--- config.mk ---
export PLATFORM = sky130hd
export DESIGN_NAME = dcpr_project
export DESIGN_NICKNAME = d
export VERILOG_FILES = /design/src/hw/rtl/dcpr_pkg.sv /design/src/hw/rtl/dcpr_project.sv
export SDC_FILE = /design/constraint.sdc
export NUM_CORES = 2
export LEC_CHECK = 0
export BUFFER_PORTS_ARGS = -buffer_cell sky130_fd_sc_hd__buf_2
export CORE_MARGIN = 5
export CORE_UTILIZATION = 55
export CTS_CLUSTER_DIAMETER = 120
export DETAILED_ROUTE_END_ITERATION = 10
export GPL_ROUTABILITY_DRIVEN = 0
export PLACE_DENSITY = 0.82
export SETUP_SLACK_MARGIN = 0.5
export SLEW_MARGIN = 20
export SYNTH_ARGS = -nofsm -noshare
export SYNTH_HDL_FRONTEND = slang
export SYNTH_SLANG_ARGS = --single-unit
--- constraint.sdc ---
create_clock -name i_clk -period 14.6 [get_ports i_clk]
set_input_delay 3.65 -clock i_clk [delete_from_list [all_inputs] [get_ports i_clk]]
set_output_delay 3.65 -clock i_clk [all_outputs]
set_load 0.01 [all_outputs]
--- src/hw/rtl/dcpr_pkg.sv ---
// Shared constants, status codes and pipeline word types for depth-to-color registration.
`timescale 1ns / 1ps

package dcpr_pkg;

    // Frame geometry
    localparam int DEPTH_PIXELS = 217088;
    localparam int COLOR_WIDTH  = 1920;
    localparam int COLOR_HEIGHT = 1080;
    localparam int COLOR_BYTES  = COLOR_WIDTH * COLOR_HEIGHT * 3;

    // Field widths
    localparam int SRC_W    = 19;
    localparam int DEPTH_W  = 16;
    localparam int MAP_W    = 32;
    localparam int ROW_W    = 24;
    localparam int OFS_W    = 23;
    localparam int SHIFT_W  = 32;
    localparam int FOCAL_W  = 28;
    localparam int CENTER_W = 28;

    // Stream and register port widths
    localparam int IN_TDATA_W  = 96;
    localparam int OUT_TDATA_W = 40;
    localparam int APB_ADDR_W  = 4;
    localparam int APB_DATA_W  = 32;

    // Fixed-point layout: map is Q.24, registers Q.16, product Q.40
    localparam int FRAC_MAP   = 24;
    localparam int FRAC_REG   = 16;
    localparam int FRAC_PROD  = FRAC_MAP + FRAC_REG;
    localparam int DVD_SHIFT  = FRAC_MAP - FRAC_REG;
    localparam int DVD_W      = SHIFT_W + DVD_SHIFT;
    localparam int DIV_STAGES = DVD_W / 2;
    localparam int SUM_W      = 35;

    // Register indexes (paddr[3:2])
    localparam logic [1:0] REG_SHIFT  = 2'd0;
    localparam logic [1:0] REG_FOCAL  = 2'd1;
    localparam logic [1:0] REG_CENTER = 2'd2;

    typedef enum logic [1:0] {
        ST_VALID     = 2'd0,
        ST_SRC_OUT   = 2'd1,
        ST_BAD_DEPTH = 2'd2,
        ST_COLOR_OUT = 2'd3
    } t_status;

    // Fields that ride along the pipeline with each word
    typedef struct packed {
        logic [DEPTH_W-1:0]       depth;
        logic signed [MAP_W-1:0]  map;
        logic signed [ROW_W-1:0]  row;
        t_status                  code;
    } t_side;

    // Divider working state: partial remainder, dividend bits left, quotient so far
    typedef struct packed {
        logic [DEPTH_W-1:0] rem;
        logic [DVD_W-1:0]   dvd;
        logic [DVD_W-1:0]   quo;
        logic               neg;
    } t_div;

endpackage

--- src/hw/rtl/dcpr_project.sv ---
// Projection pipeline: shift sum, split multiply, round, column to byte offset, status.
`timescale 1ns / 1ps

module dcpr_project
    import dcpr_pkg::*;
(
    input  logic                i_clk,
    input  logic                i_rst_n,
    input  logic                i_ce,
    input  logic                i_valid,
    input  logic [DVD_W-1:0]    i_quo,
    input  logic                i_neg,
    input  t_side               i_side,
    input  logic [FOCAL_W-1:0]  i_focal,
    input  logic [CENTER_W-1:0] i_center,
    output logic                o_valid,
    output logic [DEPTH_W-1:0]  o_depth,
    output logic [OFS_W-1:0]    o_offset,
    output t_status             o_status
);

    localparam int EXT_W = DVD_W + 2;             // map + signed quotient
    localparam int LO_W  = 17;                    // low part of the sum, unsigned
    localparam int HI_W  = SUM_W - LO_W;          // high part of the sum, signed
    localparam int PLO_W = LO_W + FOCAL_W;
    localparam int PHI_W = HI_W + FOCAL_W + 1;
    localparam int R_W   = PHI_W + LO_W + 1;
    localparam int COL_W = R_W - FRAC_PROD;
    localparam int OFF_W = COL_W + 3;

    // Stage 1: signed quotient plus map, saturated
    logic signed [DVD_W:0]   w_q;
    logic signed [EXT_W-1:0] w_sum;
    logic signed [SUM_W-1:0] n_s1_sum;
    logic                    r1_valid;
    logic signed [SUM_W-1:0] r1_sum;
    t_side                   r1_side;

    always_comb begin
        w_q   = i_neg ? -$signed({1'b0, i_quo}) : $signed({1'b0, i_quo});
        w_sum = EXT_W'(i_side.map) + EXT_W'(w_q);
        // in range when the sum's sign bit and all bits above it agree
        if (&w_sum[EXT_W-1:SUM_W-1] || ~|w_sum[EXT_W-1:SUM_W-1]) begin
            n_s1_sum = w_sum[SUM_W-1:0];
        end else if (w_sum[EXT_W-1]) begin
            n_s1_sum = {1'b1, {(SUM_W-1){1'b0}}};
        end else begin
            n_s1_sum = {1'b0, {(SUM_W-1){1'b1}}};
        end
    end

    // Stage 2: two partial products of sum times focal length
    logic                    r2_valid;
    logic [PLO_W-1:0]        r2_plo;
    logic signed [PHI_W-1:0] r2_phi;
    t_side                   r2_side;
    logic [PLO_W-1:0]        n_s2_plo;
    logic signed [PHI_W-1:0] n_s2_phi;

    always_comb begin
        n_s2_plo = PLO_W'(r1_sum[LO_W-1:0]) * PLO_W'(i_focal);
        n_s2_phi = PHI_W'($signed(r1_sum[SUM_W-1:LO_W])) * PHI_W'($signed({1'b0, i_focal}));
    end

    // Stage 3: Q.40 position with center and half added
    logic               r3_valid;
    logic [R_W-1:0]     r3_pos;
    t_side              r3_side;
    logic [R_W-1:0]     n_s3_pos;

    always_comb begin
        n_s3_pos = (R_W'(r2_phi) << LO_W) + R_W'(r2_plo)
                 + (R_W'(i_center) << (FRAC_PROD - FRAC_REG))
                 + (R_W'(1) << (FRAC_PROD - 1));
    end

    // Stage 4: integer column, truncated toward zero
    logic                    r4_valid;
    logic signed [COL_W-1:0] r4_col;
    t_side                   r4_side;
    logic signed [COL_W-1:0] n_s4_col;

    always_comb begin
        n_s4_col = $signed(r3_pos[R_W-1:FRAC_PROD])
                 + $signed(COL_W'(r3_pos[R_W-1] && (|r3_pos[FRAC_PROD-1:0])));
    end

    // Stage 5: byte offset, range check, result word
    logic signed [OFF_W-1:0] w_off;
    t_status                 n_status;
    logic [DEPTH_W-1:0]      n_depth;
    logic [OFS_W-1:0]        n_offset;
    logic                    r5_valid;
    logic [DEPTH_W-1:0]      r5_depth;
    logic [OFS_W-1:0]        r5_offset;
    t_status                 r5_status;

    always_comb begin
        w_off = (OFF_W'(r4_col) <<< 1) + OFF_W'(r4_col) + OFF_W'(r4_side.row);
        n_status = r4_side.code;
        if (r4_side.code == ST_VALID) begin
            if (w_off[OFF_W-1] || ($unsigned(w_off) >= OFF_W'(COLOR_BYTES))) begin
                n_status = ST_COLOR_OUT;
            end
        end
        n_depth  = (r4_side.code == ST_SRC_OUT) ? '0 : r4_side.depth;
        n_offset = (n_status == ST_VALID) ? w_off[OFS_W-1:0] : '0;
    end

    // Valid bits
    always_ff @(posedge i_clk) begin
        if (!i_rst_n) begin
            r1_valid <= 1'b0;
            r2_valid <= 1'b0;
            r3_valid <= 1'b0;
            r4_valid <= 1'b0;
            r5_valid <= 1'b0;
        end else if (i_ce) begin
            r1_valid <= i_valid;
            r2_valid <= r1_valid;
            r3_valid <= r2_valid;
            r4_valid <= r3_valid;
            r5_valid <= r4_valid;
        end
    end

    // Data registers
    always_ff @(posedge i_clk) begin
        if (i_ce) begin
            r1_sum    <= n_s1_sum;
            r1_side   <= i_side;
            r2_plo    <= n_s2_plo;
            r2_phi    <= n_s2_phi;
            r2_side   <= r1_side;
            r3_pos    <= n_s3_pos;
            r3_side   <= r2_side;
            r4_col    <= n_s4_col;
            r4_side   <= r3_side;
            r5_depth  <= n_depth;
            r5_offset <= n_offset;
            r5_status <= n_status;
        end
    end

    assign o_valid  = r5_valid;
    assign o_depth  = r5_depth;
    assign o_offset = r5_offset;
    assign o_status = r5_status;

endmodule

==> metrics.md <==
| Metric | Value |
|---|---|
| Status | finished, final reports clean |
| CP arrival | 10.75 ns |
| Worst-case reg-to-reg path depth | 19 |
| Worst slew pin tran | between 1 and 1.5 ns |
| Synth Register Bits | ~430 |
| Via count of the first global-routing pass | 40400 |
| Hold Path Depth | 0 |
| Startpoint types | input pin |
| Period utilization | 71.3% |
| Endpoints failing hold | 0 |
| Most frequent cells in the layout | inv_1 (1019), fa_1 (853), nand2_1 (711), ha_1 (427), edfxtp_1 (426) |
| Setup total negative slack | 0 ns |
| Die height | 323 um |
| Io pins | 217 |
| Crit path capture type | flop |
| Slew HR | 19.5% |
| CTS-repair resized insts | 0 |
| DR vias/cell | 5.68 |
| Setup CP Type | in -> reg |
| Finished layout cell area | 57500 sq um |
| CTS Root Buffer Type | clkbuf_16 |
| Drc violations | 0 |
| Synth-to-Final Area Change | 6.95% |
| First-pass GRT wire length | about 210000 um |
| Yosys Warn Count | 0 |
| Core area | 96900 sq um |
| Sequential share of the synthesized area | 24.0% |
| Synthesized area | roughly 54000 sq um |
| CP Data Required Time | 14.94 ns |
| Post-CTS Setup Bufs | 0 |
| Main synth FF type | edfxtp_1 |
| Commonest non-fill, non-tap cell in the layout | inv_1 |
| Drt total wl | 127000 um |
| DR vias | 38300 |
| Post-Syn Instances | 5358 |
| Tmin final | 10.41 ns |
| Slew Limit Fails | 0 |
| Htree depth | 2 |
| Placed Area | 55800 sq um |
| Asr flop ratio synth | 0% |
| Hold WC Path Type | reg -> reg |
| TritonCTS clock tree | built |
| Iteration-0 DRC Markers | 2747 |
| Worst Hold Slack | 0.392 ns |
| RSZ-0062 raised after global routing | false |
| Maxcap violations | 0 |
| Overall routing resource usage | 24.6% |
| Mapped Nets | 6813 |
| Die width | 323 um |
| Max clock buf depth | 3 |
| Final setup violating endpoints | 0 |
| Nets | 6870 |
| Drt pass-1 iters | 8 |
| Die ar. | ~100000 sq um |
| Core Util, Final | 59.4% |
| Peak Freq | 0.0961 GHz |
| Layout Skew | roughly 0.037 ns |
| GRT overflow | 0 |
| Post-DP HPWL | ~100000 um |
| Average wire per standard cell | 18.9 um |
| Clock Latency Late Sink | 0.62 ns |
| Crit-path max FO | 35 |
| Syn avg cell area | between 10 and 15 sq um |
| Initial core utilization | a little under three fifths |
| Largest net degree at the start of global routing | 170 |
| Post-synth EDFFs | between 400 and 500 |
| Count of input and output buffers | 216 |
| Final ANT Viol Nets | 0 |
| CTS clock-pin slew for the worst setup and hold paths | 0.06 ns |
| Clk sinks | 431 |
| Initial antenna violation count | 11 |
| Cts hold-fix bufs | 0 |
| Cts bufs inserted | 47 |
| Row cnt | 114 |
| Netlist cell types | 80 |
| Layout cells sized above 1 | approximately 6.5% |
## logic make-up after synthesis
kind of cell | count (synthesis) | share of synthesized area [%]
AOI/OAI and AO/OA | 597 | 7.33
xor gates and xnor gates | 233 | 3.80
buffers and inverters | 1267 | 8.91
adders and majority gates | 1280 | 41.7
muxes | 10 | 0.186
and+or+nand+nor | 1540 | 14.1
DFF | 431 | 24.0
## state kept, by name, indices dropped and copies added (netlist names), 35 cells and up
| register | cells |
|---|---|
| r1_side | 42 |
| r2_side | 42 |
| r3_pos | 65 |
| r2_phi | 47 |
| r2_plo | 45 |
| r4_side | 42 |
| r1_sum | 35 |
| r3_side | 42 |
## final timing paths
| check | slack [ns] | startpoint | to |
|---|---|---|---|
| worst min register to register | 0.39 | r2_side[25]$_DFFE_PP_ | r3_side[25]$_DFFE_PP_ |
| worst min-delay path | 0.39 | r2_side[25]$_DFFE_PP_ | r3_side[25]$_DFFE_PP_ |
| worst max register to register | 6.79 | r1_sum[34]$_DFFE_PP_ | r2_phi[46]$_DFFE_PP_ |
| worst max-delay path | 4.19 | i_focal[9] | r2_plo[41]$_DFFE_PP_ |
## layout make-up
| class | instances | area, sq um |
|---|---|---|
| diodes | 8 | 20.0 |
| clock buffers | 49 | 1180 |
| clock inverters | 38 | 465 |
| fillers | 7680 | 39400 |
| inverters | 1020 | 3830 |
| multi-input cells | 3660 | 36100 |
| flip-flops and latches | 431 | 12900 |
| well taps | 1276 | 1600 |
| repair buffers | 255 | 1420 |
## worst max-delay path, stage by stage
cell and delay [ns]:
buf_2 0.67, nand2_1 0.18, fa_1 0.55, fa_1 0.47
fa_1 0.52, fa_1 0.55, inv_1 0.05, fa_1 0.47
inv_1 0.05, fa_1 0.47, inv_1 0.04, ha_1 0.31
a21oi_1 0.20, nand3b_1 0.12, o21ai_0 0.46, o31ai_1 0.17
o21a_1 0.24, o41ai_1 0.55, o21ai_0 0.18, a21oi_1 0.51
o31ai_1 0.15, xor2_1 0.16
## per-stage QoR
| step | setup slack (ns) | std cells |
|---|---|---|
| final | 4.19 | 6737 |
| after global routing | 3.86 | 6731 |
| after CTS | 4.31 | 6726 |
| after detailed placement | 3.68 | 6639 |
| after global placement | 3.79 | 6639 |
| after floorplan | 4.75 | 5358 |
## synthesized netlist by cell type (all sizes together) (3+ instances only)
library cell	instances	area, sq um
buf	20	106
nand3b	3	22.5
o2111ai	6	52.6
a211o	6	52.6
and2	416	2600
o21ai	117	589
a211oi	18	135
nor3	49	285
o31ai	19	143
inv	1019	3820
or4	18	135
a21o	89	668
o31a	8	70.1
nand4	24	150
nand2b	38	238
nor2b	28	175
fa	853	17100
nor3b	4	35.0
mux2i	10	100
a21boi	3	22.5
xor2	59	517
nor4	20	144
nand2	711	2670
xnor2	174	1520
o21bai	31	233
edfxtp	426	12800
and4	6	52.6
a221oi	5	43.8
a2111oi	5	62.6
or3	12	75.1
a31o	4	35.0
and3	26	163
dfxtp	5	100
ha	427	5340
o41ai	13	133
a31oi	21	131
o21a	54	405
clkbuf	227	852
a21oi	156	785
o211ai	8	60.1
nand3	50	250
a311oi	3	26.3
a41oi	7	61.3
nor2	121	454
## per-layer routing
layer  GRT usage (%)  up-vias  share of wire [%]
met1            32.5    19000                 40
li1                -    17000                  -
met5               0        -              0.021
met4            8.82        4                4.0
met3            5.24      431                9.1
met2            40.6     1799                 47
Power is left out: the tool's default activity adds up to more than one toggle a clock period on the data nets, which glitch-free logic cannot reach.
